File: src/hdl/pp_pkg.sv
// Package for the parallel printer port: opcodes, bit masks and shared types.
package pp_pkg;

    // Bus access / event codes carried in tuser
    typedef enum logic [2:0] {
        OP_WR_DATA = 3'd0,
        OP_WR_CTRL = 3'd1,
        OP_RD_DATA = 3'd2,
        OP_RD_STAT = 3'd3,
        OP_RD_CTRL = 3'd4,
        OP_TICK    = 3'd5,
        OP_BUTTON  = 3'd6,
        OP_RESET   = 3'd7
    } op_t;

    // Configuration register indexes
    localparam logic CFG_PRINTER_ENABLED = 1'b0;
    localparam logic CFG_IDLE_TIMEOUT    = 1'b1;

    // Control and status bit patterns
    localparam logic [7:0] BIT_STROBE = 8'h01;
    localparam logic [7:0] BIT_AUTOLF = 8'h02;
    localparam logic [7:0] BIT_INIT   = 8'h04;
    localparam logic [7:0] CTRL_HIGH  = 8'he0;
    localparam logic [7:0] CTRL_MASK  = 8'hfd;
    localparam logic [7:0] STAT_LOW   = 8'h1f;
    localparam logic [7:0] STAT_ACK   = 8'h40;
    localparam logic [7:0] STAT_BUSY  = 8'h80;
    localparam logic [7:0] STAT_NONE  = 8'hdf;

    localparam logic [15:0] IDLE_TIMEOUT_RESET = 16'd500;

    // Configuration registers as seen by the core
    typedef struct packed {
        logic        printer_enabled;
        logic [15:0] idle_timeout;
    } cfg_t;

    // One result item
    typedef struct packed {
        logic       hard_reset;
        logic       form_feed;
        logic [7:0] print_byte;
        logic       print_valid;
        logic [7:0] read_value;
    } result_t;

endpackage

File: src/hdl/pp_core.sv
// Port state (latches, flags, idle timer) and the per-transfer update logic.
module pp_core
(
    input  logic           clk,
    input  logic           rst_n,
    input  logic           fire,
    input  pp_pkg::op_t    op,
    input  logic [7:0]     wdata,
    input  pp_pkg::cfg_t   cfg,
    output pp_pkg::result_t result
);

    logic [7:0]  data_latch_reg,      data_latch_next;
    logic [7:0]  control_latch_reg,   control_latch_next;
    logic        printer_present_reg, printer_present_next;
    logic        ack_pending_reg,     ack_pending_next;
    logic        autofeed_bit_reg,    autofeed_bit_next;
    logic        timer_armed_reg,     timer_armed_next;
    logic [15:0] timer_count_reg,     timer_count_next;

    logic init_rise;
    logic strobe_fall;
    logic present_now;

    assign init_rise   = ((wdata & pp_pkg::BIT_INIT) != 8'h00)
                       && ((control_latch_reg & pp_pkg::BIT_INIT) == 8'h00);
    assign strobe_fall = ((wdata & pp_pkg::BIT_STROBE) == 8'h00)
                       && ((control_latch_reg & pp_pkg::BIT_STROBE) != 8'h00);
    // presence after a strobe may bring the printer online
    assign present_now = printer_present_reg || (strobe_fall && cfg.printer_enabled);

    // Next state and result for the item at the input register
    always_comb
    begin
        data_latch_next      = data_latch_reg;
        control_latch_next   = control_latch_reg;
        printer_present_next = printer_present_reg;
        ack_pending_next     = ack_pending_reg;
        autofeed_bit_next    = autofeed_bit_reg;
        timer_armed_next     = timer_armed_reg;
        timer_count_next     = timer_count_reg;
        result               = '0;

        case (op)
            pp_pkg::OP_WR_DATA:
            begin
                data_latch_next = wdata;
            end
            pp_pkg::OP_WR_CTRL:
            begin
                if (init_rise && printer_present_reg)
                begin
                    result.hard_reset = 1'b1;
                    ack_pending_next  = 1'b0;
                    timer_armed_next  = 1'b0;
                end
                if (strobe_fall)
                begin
                    printer_present_next = present_now;
                    if (present_now)
                    begin
                        result.print_valid = 1'b1;
                        result.print_byte  = data_latch_reg;
                        ack_pending_next   = 1'b1;
                    end
                    if (cfg.idle_timeout != 16'd0)
                    begin
                        timer_armed_next = 1'b1;
                        timer_count_next = cfg.idle_timeout;
                    end
                end
                control_latch_next = wdata;
                if (present_now)
                begin
                    autofeed_bit_next = wdata[1];
                end
            end
            pp_pkg::OP_RD_DATA:
            begin
                result.read_value = data_latch_reg;
            end
            pp_pkg::OP_RD_STAT:
            begin
                if (!printer_present_reg)
                begin
                    result.read_value = pp_pkg::STAT_NONE;
                end
                else if (ack_pending_reg)
                begin
                    result.read_value = pp_pkg::STAT_LOW | pp_pkg::STAT_BUSY;
                    ack_pending_next  = 1'b0;
                end
                else
                begin
                    result.read_value = pp_pkg::STAT_LOW | pp_pkg::STAT_BUSY
                                      | pp_pkg::STAT_ACK;
                end
            end
            pp_pkg::OP_RD_CTRL:
            begin
                if (!printer_present_reg)
                begin
                    result.read_value = pp_pkg::CTRL_HIGH | control_latch_reg;
                end
                else
                begin
                    result.read_value = pp_pkg::CTRL_HIGH
                                      | (autofeed_bit_reg ? pp_pkg::BIT_AUTOLF : 8'h00)
                                      | (control_latch_reg & pp_pkg::CTRL_MASK);
                end
            end
            pp_pkg::OP_TICK:
            begin
                if (timer_armed_reg)
                begin
                    if (timer_count_reg <= 16'd1)
                    begin
                        timer_count_next = 16'd0;
                        timer_armed_next = 1'b0;
                        result.form_feed = printer_present_reg;
                    end
                    else
                    begin
                        timer_count_next = timer_count_reg - 16'd1;
                    end
                end
            end
            pp_pkg::OP_BUTTON:
            begin
                if (printer_present_reg)
                begin
                    result.form_feed = 1'b1;
                    timer_armed_next = 1'b0;
                end
            end
            default:
            begin
                // port reset: state back to its reset values
                data_latch_next      = 8'h00;
                control_latch_next   = pp_pkg::BIT_INIT;
                printer_present_next = 1'b0;
                ack_pending_next     = 1'b0;
                autofeed_bit_next    = 1'b0;
                timer_armed_next     = 1'b0;
                timer_count_next     = 16'd0;
            end
        endcase
    end

    // State registers, updated once per transfer
    always_ff @(posedge clk or negedge rst_n)
    begin
        if (!rst_n)
        begin
            data_latch_reg      <= 8'h00;
            control_latch_reg   <= pp_pkg::BIT_INIT;
            printer_present_reg <= 1'b0;
            ack_pending_reg     <= 1'b0;
            autofeed_bit_reg    <= 1'b0;
            timer_armed_reg     <= 1'b0;
            timer_count_reg     <= 16'd0;
        end
        else if (fire)
        begin
            data_latch_reg      <= data_latch_next;
            control_latch_reg   <= control_latch_next;
            printer_present_reg <= printer_present_next;
            ack_pending_reg     <= ack_pending_next;
            autofeed_bit_reg    <= autofeed_bit_next;
            timer_armed_reg     <= timer_armed_next;
            timer_count_reg     <= timer_count_next;
        end
    end

endmodule

File: src/hdl/parallel_printer_port.sv
// Parallel printer port: input register, port state core, output register.
// An item passes the input register, then the output register, and its result
// waits there while m_tready is low. Throughput: one item per cycle unless
// the output stalls; the input and output registers form a two-stage
// pipeline, and the state core updates in the cycle an item moves on.
// Reset (rst_n, async, active low): state cleared, control latch 0x04, both stages empty.
module parallel_printer_port
(
    input  logic        clk,
    input  logic        rst_n,
    // input stream
    input  logic        s_tvalid,
    output logic        s_tready,
    input  logic [7:0]  s_tdata,   // [7:0] wdata
    input  logic [2:0]  s_tuser,   // [2:0] opcode
    // result stream
    output logic        m_tvalid,
    input  logic        m_tready,
    output logic [23:0] m_tdata,   // [7:0] read_value, [8] print_valid,
                                   // [16:9] print_byte, [17] form_feed,
                                   // [18] hard_reset, [23:19] zero
    // configuration
    input  logic        cfg_we,
    input  logic        cfg_index,
    input  logic [15:0] cfg_wdata
);

    pp_pkg::cfg_t    cfg_reg;
    logic            in_valid_reg;
    pp_pkg::op_t     in_op_reg;
    logic [7:0]      in_wdata_reg;
    logic            out_valid_reg;
    pp_pkg::result_t out_data_reg;
    pp_pkg::result_t result;
    logic            advance;

    // an item moves on when the output register is free or being emptied
    assign advance  = in_valid_reg && (!out_valid_reg || m_tready);
    assign s_tready = !in_valid_reg || advance;

    // Configuration registers
    always_ff @(posedge clk or negedge rst_n)
    begin
        if (!rst_n)
        begin
            cfg_reg.printer_enabled <= 1'b0;
            cfg_reg.idle_timeout    <= pp_pkg::IDLE_TIMEOUT_RESET;
        end
        else if (cfg_we)
        begin
            if (cfg_index == pp_pkg::CFG_PRINTER_ENABLED)
            begin
                cfg_reg.printer_enabled <= cfg_wdata[0];
            end
            else
            begin
                cfg_reg.idle_timeout <= cfg_wdata;
            end
        end
    end

    // Input register
    always_ff @(posedge clk or negedge rst_n)
    begin
        if (!rst_n)
        begin
            in_valid_reg <= 1'b0;
        end
        else if (s_tready)
        begin
            in_valid_reg <= s_tvalid;
        end
    end

    always_ff @(posedge clk)
    begin
        if (s_tvalid && s_tready)
        begin
            in_op_reg    <= pp_pkg::op_t'(s_tuser);
            in_wdata_reg <= s_tdata;
        end
    end

    // Port state and per-item logic
    pp_core u_core
    (
        .clk    (clk),
        .rst_n  (rst_n),
        .fire   (advance),
        .op     (in_op_reg),
        .wdata  (in_wdata_reg),
        .cfg    (cfg_reg),
        .result (result)
    );

    // Output register
    always_ff @(posedge clk or negedge rst_n)
    begin
        if (!rst_n)
        begin
            out_valid_reg <= 1'b0;
        end
        else if (advance)
        begin
            out_valid_reg <= 1'b1;
        end
        else if (m_tready)
        begin
            out_valid_reg <= 1'b0;
        end
    end

    always_ff @(posedge clk)
    begin
        if (advance)
        begin
            out_data_reg <= result;
        end
    end

    assign m_tvalid = out_valid_reg;
    assign m_tdata  = {5'b00000, out_data_reg.hard_reset, out_data_reg.form_feed,
                       out_data_reg.print_byte, out_data_reg.print_valid,
                       out_data_reg.read_value};

    // Assertions
    a_no_loss: assert property (@(posedge clk) disable iff (!rst_n)
        in_valid_reg && out_valid_reg && !m_tready |=> in_valid_reg)
        else $error("pending input item dropped while output stalled");

    a_print_src: assert property (@(posedge clk) disable iff (!rst_n)
        advance && result.print_valid |-> in_op_reg == pp_pkg::OP_WR_CTRL)
        else $error("print byte from an opcode other than write control");

    a_ff_src: assert property (@(posedge clk) disable iff (!rst_n)
        advance && result.form_feed
        |-> (in_op_reg == pp_pkg::OP_TICK) || (in_op_reg == pp_pkg::OP_BUTTON))
        else $error("form feed from an opcode other than tick or button");

    a_rv_zero: assert property (@(posedge clk) disable iff (!rst_n)
        advance && (in_op_reg != pp_pkg::OP_RD_DATA) && (in_op_reg != pp_pkg::OP_RD_STAT)
        && (in_op_reg != pp_pkg::OP_RD_CTRL) |-> result.read_value == 8'h00)
        else $error("nonzero read value on a non-read opcode");

endmodule

File: config.mk
export PLATFORM = sky130hd
export DESIGN_NAME = parallel_printer_port
export DESIGN_NICKNAME = d
export VERILOG_FILES = /design/src/hdl/pp_pkg.sv /design/src/hdl/pp_core.sv /design/src/hdl/parallel_printer_port.sv
export SDC_FILE = /design/constraint.sdc
export NUM_CORES = 1
export LEC_CHECK = 0
export BUFFER_PORTS_ARGS = -buffer_cell sky130_fd_sc_hd__buf_4
export CORE_UTILIZATION = 43
export CTS_CLUSTER_SIZE = 28
export DETAILED_ROUTE_END_ITERATION = 16
export GPL_TIMING_DRIVEN = 0
export PLACE_DENSITY = 0.61
export RECOVER_POWER = 100
export SLEW_MARGIN = 20
export SYNTH_ARGS = -nofsm -noshare
export SYNTH_HDL_FRONTEND = slang
export SYNTH_HIERARCHICAL = 1
export SYNTH_SLANG_ARGS = --single-unit
File: constraint.sdc
create_clock -name clk -period 3.2 [get_ports clk]
set_input_delay 0.16 -clock clk [delete_from_list [all_inputs] [get_ports clk]]
set_output_delay 0.16 -clock clk [all_outputs]
set_load 0.03 [all_outputs]
* Word level (Yosys, flattened, before mapping)
Index checks and enable logic that the tools add are counted.
** Operators by class
- $add $sub $neg :: 1
- $mul :: 0
- Divide/modulo/power cells :: 0
- Magnitude comparators :: 1
- Equality and inequality tests :: 12
- Shift operators :: 0
- Multiplexer cells :: 35
- Bitwise gates (word level) :: 7
- Reduce and logical (&&, ||, !) cells :: 32
** Operators with widths (count)
- 2-to-1 mux 16 bit :: 4
- case mux 16 bit (3 select lines) :: 1
- case mux 8 bit (2 select lines) :: 2
- case mux 8 bit (3 select lines) :: 1
- 2-to-1 mux 1 bit :: 18
- less-or-equal comparator 16 x 1 -> 1 bit, second input constant :: 1
- logical NOT 8 bit :: 2
- 2-to-1 mux 8 bit :: 2
- nonzero test 16 bit :: 1
- subtractor 16 x 1 -> 16 bit, second input constant :: 1
- AND reduction 3 bit :: 5
- != test 2 x 1 -> 1 bit, second input constant :: 6
- OR reduction 6 bit :: 2
- AND reduction 2 bit :: 5
- OR reduction 5 bit :: 2
- == test 3 bit, second input constant :: 3
- bitwise OR 8 bit :: 1
- 2-to-1 mux 7 bit :: 1
- == test 3 x 2 -> 1 bit, second input constant :: 2
- logical AND 1 bit :: 6
- NOT 1 bit :: 6
- case mux 1 bit (2 select lines) :: 3
- AND reduction 5 bit :: 1
- case mux 1 bit (4 select lines) :: 1
- 8 further kinds :: 11
** Word-level totals
- Flip-flop bits (word level) :: 85
- Bits in latches :: 0
- RAM bits :: 0
- ROM bits :: 0
- Input port bits :: 33
- Output and inout port bits :: 26
- Memories :: 0

* Longest topological paths before layout
- Word-level depth :: 7
- Gate-level depth with buffers :: 9
- Mapped depth without buffers :: 7

* Hierarchy
The synthesis kept the hierarchy.
** By module, submodules not included
- pp_core :: instances 1, cells each 262, area each 2125.8 um^2
- parallel_printer_port :: instances 1, cells each 81, area each 1730.4 um^2

* Least setup slack after synthesis
Ideal clock, no wire load.
- Kind :: register to register
- Start :: register out_valid_reg (netlist: m_tvalid)
- End :: register u_core.timer_count_reg[11]
- Arrival :: 2.363 ns
- Setup slack :: 0.702 ns
- Stages on the path, launching flop included :: 9
- Path buffers :: 2
- Clock period less this slack :: 2.498 ns
- Cell sequence :: dfrtp_1 > nand2b_1 > and2_1 > and2_1 > clkbuf_1 > o211a_1 > a41oi_1 > clkbuf_1 > o22ai_1
** Between the ends
- Cells in the longest elaborated chain, start to end :: 4
** RTL lines
- from (decl) :: line parallel_printer_port.sv:32 : logic out_valid_reg;
- from (signal assigned) :: line parallel_printer_port.sv:101 : out_valid_reg <= 1'b0;
- from (signal assigned) :: line parallel_printer_port.sv:105 : out_valid_reg <= 1'b1;
- from (signal assigned) :: line parallel_printer_port.sv:109 : out_valid_reg <= 1'b0;
- logical NOT 1 bit :: line parallel_printer_port.sv:38 : assign advance = in_valid_reg && (!out_valid_reg || m_tready);
- logical OR 1 bit :: line parallel_printer_port.sv:38
- logical AND 1 bit :: line parallel_printer_port.sv:38
- via advance :: line parallel_printer_port.sv:35 : logic advance;
- AND reduction 5 bit (no line)
- to (signal assigned) :: line pp_core.sv:171 : timer_count_reg <= timer_count_next;
- to (decl) :: line pp_core.sv:19 : logic [15:0] timer_count_reg, timer_count_next;
The timed path passes the listed nets, and every way through them passes these cells.
A chain may end at the register's enable or synchronous reset.

* Final worst setup path
- Start :: register out_valid_reg (netlist: m_tvalid)
- End :: register u_core.timer_count_reg[15]
Same word-level chain as after synthesis.

==> results_dict.tcl <==
set metrics [dict create \
    synth_top_area_cell "dfrtp_1" \
    crit_path_start_kind "flop" \
    slew_headroom_pct 13.2 \
    antenna_found_initial 0 \
    setup_viol 0 \
    synth_edf_count 30 \
    drt_pass1_iterations 5 \
    via_per_inst 5.52 \
    async_flop_share_pct 63.4 \
    antenna_cells 0 \
    cts_tree "built" \
    skew_ns 0.00961 \
    cp_data_required_time_ns 3.47 \
    yosysSeqAreaShare_pct 57.3 \
    root_buffer "clkbuf_8" \
    yosysWarningCount 6 \
    power_density_nw_per_um2 603 \
    hold_viol_final 0 \
    grt_usage_pct 19.7 \
    clock_latency_ns 0.35 \
    tightest_slew_ns 1.30 \
    yosysTopAreaCellShare_pct 29.2 \
    finalCritPeriodShare_pct 84.9 \
    start_util_pct 44.2 \
    slew_viol_final 0 \
    ys_types 50 \
    drc 0 \
    outcome "finished clean" \
    largest_register_ffs 19 \
    place.gp.congestion 0.809 \
    grt-ovfl-total 0 \
    grt_pass1_vias 2815 \
    synth.avg_cell_area_sq_um 11.2 \
    die_area_sq_um 9350 \
    grt_pass1_wl_mm 14.5 \
    num_rows 34 \
    whs_path_depth 2 \
    area_delta_synth_final_pct 20.5 \
    final_nets 459 \
    ir_worst_vdd_v 0.000333 \
    yosys_register_bits 82 \
    maxCapViolations 0 \
    io_buffers 53 \
    numCtsBuffers 9 \
    drtIter0Drc 316 \
    netlist_area_sq_um 3860 \
    core_region_area_sq_um 8720 \
    synth_cells 343 \
    max_freq_mhz 368 \
    clkSinkCount 82 \
    rr_worst_depth 9 \
    drive_gt1_share_pct 16.6 \
    end_kind "flop" \
    rsz0062_at_grt "false" \
    synth.most_common_cell "dfrtp_1" \
    critPathMaxFanout 25 \
    fin_tns_setup_ns 0 \
    io_pins 59 \
    timing.hold.ws_ns 0.0217 \
    die_x_microns 96.7 \
    ant_nets 0 \
    vias 2962 \
    arrival_ns 2.98 \
    clkTransAtPathRegs_ns 0.09 \
    yosys-top-cells-area "dfrtp_1 29%, edfxtp_1 23%, dfstp_2 4.8%" \
    period_needed_ns 2.72 \
    synth_common_cells "45 x dfrtp_1, 30 x edfxtp_1, 30 x nor2_1" \
    wirelength_mm 8.77 \
    die_y_microns 96.7 \
    cts_buffer_depth 2 \
    hpwl_mm 6.02 \
    synth_ff_type "dfrtp_1" \
    power.leakage_uw 0.00186 \
    fillers 808 \
    grt_start_max_net_pins 53 \
    worstSetupPathType "reg -> reg" \
    hold_path.class "in -> reg" \
    cts.htree.levels 3 \
    wl_per_cell_microns 16.3 \
]
[timing repair]
item,4_1_cts,5_1_grt
hold endpoints to repair,57,0
hold buffers,13,0
setup endpoints to repair,0,0
gates resized for setup,0,0
buffers inserted,0,0
[cells in the final DEF (no fill, tap or decap), drive strengths merged, types with 16 or more instances in the layout]
cell     n
a21oi   22
buf     27
clkbuf  55
dfrtp   45
edfxtp  30
inv     16
mux2    17
nand2   29
nor2    30
o22ai   18
[cell type report]
class	instances	area, sq um	share of cell area [%]
flip-flops and latches	82	2210	47.6
multi-input cells	231	1470	31.6
repair buffers	66	447	9.61
well taps	108	135	2.91
clock buffers	10	128	2.75
plain buffers	19	114	2.45
clock inverters	6	88.8	1.91
inverters	15	56.3	1.21
[through the flow]
| stage | power, uW | setup WS (ns) | instance area [sq um] | cells | utilization [%] |
|---|---|---|---|---|---|
| finish | 2800 | 0.484 | 4650 | 537 | 53.3 |
| global route | 2940 | 0.150 | 4650 | 537 | 53.3 |
| CTS | 2840 | 0.212 | 4750 | 537 | 54.5 |
| detailed placement | 2000 | 0.238 | 4400 | 508 | 50.5 |
| global placement | 1990 | 0.278 | 4400 | 508 | 50.5 |
| floorplan | 1800 | 0.702 | 3870 | 347 | - |
[worst paths after layout]
check                                               from                                     end  slack, ns
min in group asynchronous                          rst_n                 cfg_reg[15]$_DFFE_PN0P_       0.62
worst max-delay path                m_tvalid$_DFFE_PN0P_  u_core/timer_count_reg[15]$_DFFE_PN0P_       0.48
worst max register to register      m_tvalid$_DFFE_PN0P_  u_core/timer_count_reg[15]$_DFFE_PN0P_       0.48
worst min register to register  in_valid_reg$_DFFE_PN0P_                    m_tvalid$_DFFE_PN0P_       0.49
max in group asynchronous                          rst_n                  cfg_reg[0]$_DFFE_PN0P_       1.79
worst min-delay path                       cfg_wdata[15]                 cfg_reg[15]$_DFFE_PN0P_       0.02
[where the power goes]
part / leakage (uW) / internal (uW) / switching [uW]
registers: 0.000946 / 1220 / 126
logic: 0.000812 / 245 / 386
clock network: 0.000105 / 443 / 381
total: 0.00186 / 1910 / 893
[cells by family after synthesis]
group                    share of synthesized area (%)
multiplexers                                      6.20
other                                           0.0972
AND/OR/NAND/NOR                                   15.3
XOR/XNOR                                         0.227
AO/OA/AOI/OAI                                     15.7
adder cells (fa/ha/maj)                          0.649
flip-flops                                        57.3
buffers and inverters                             4.45
[critical path, cell delays in order, from the launching register on]
cell	delay (ns)
dfrtp_1	0.37
nand2b_1	0.07
and2_2	0.39
and2_0	0.24
clkbuf_1	0.17
o211a_1	0.18
a41oi_1	0.51
clkbuf_1	0.46
a21oi_1	0.09
o22ai_1	0.14
[metal layers]
layer	track usage [%]	share of wire, %	up-vias
met2	28.1	42	115
li1	-	-	1418
met1	29.8	50	1420
met4	6.31	1.3	0
met5	0	0	-
met3	4.26	6.5	9
Note: power is estimated with default switching activity, not from simulation.
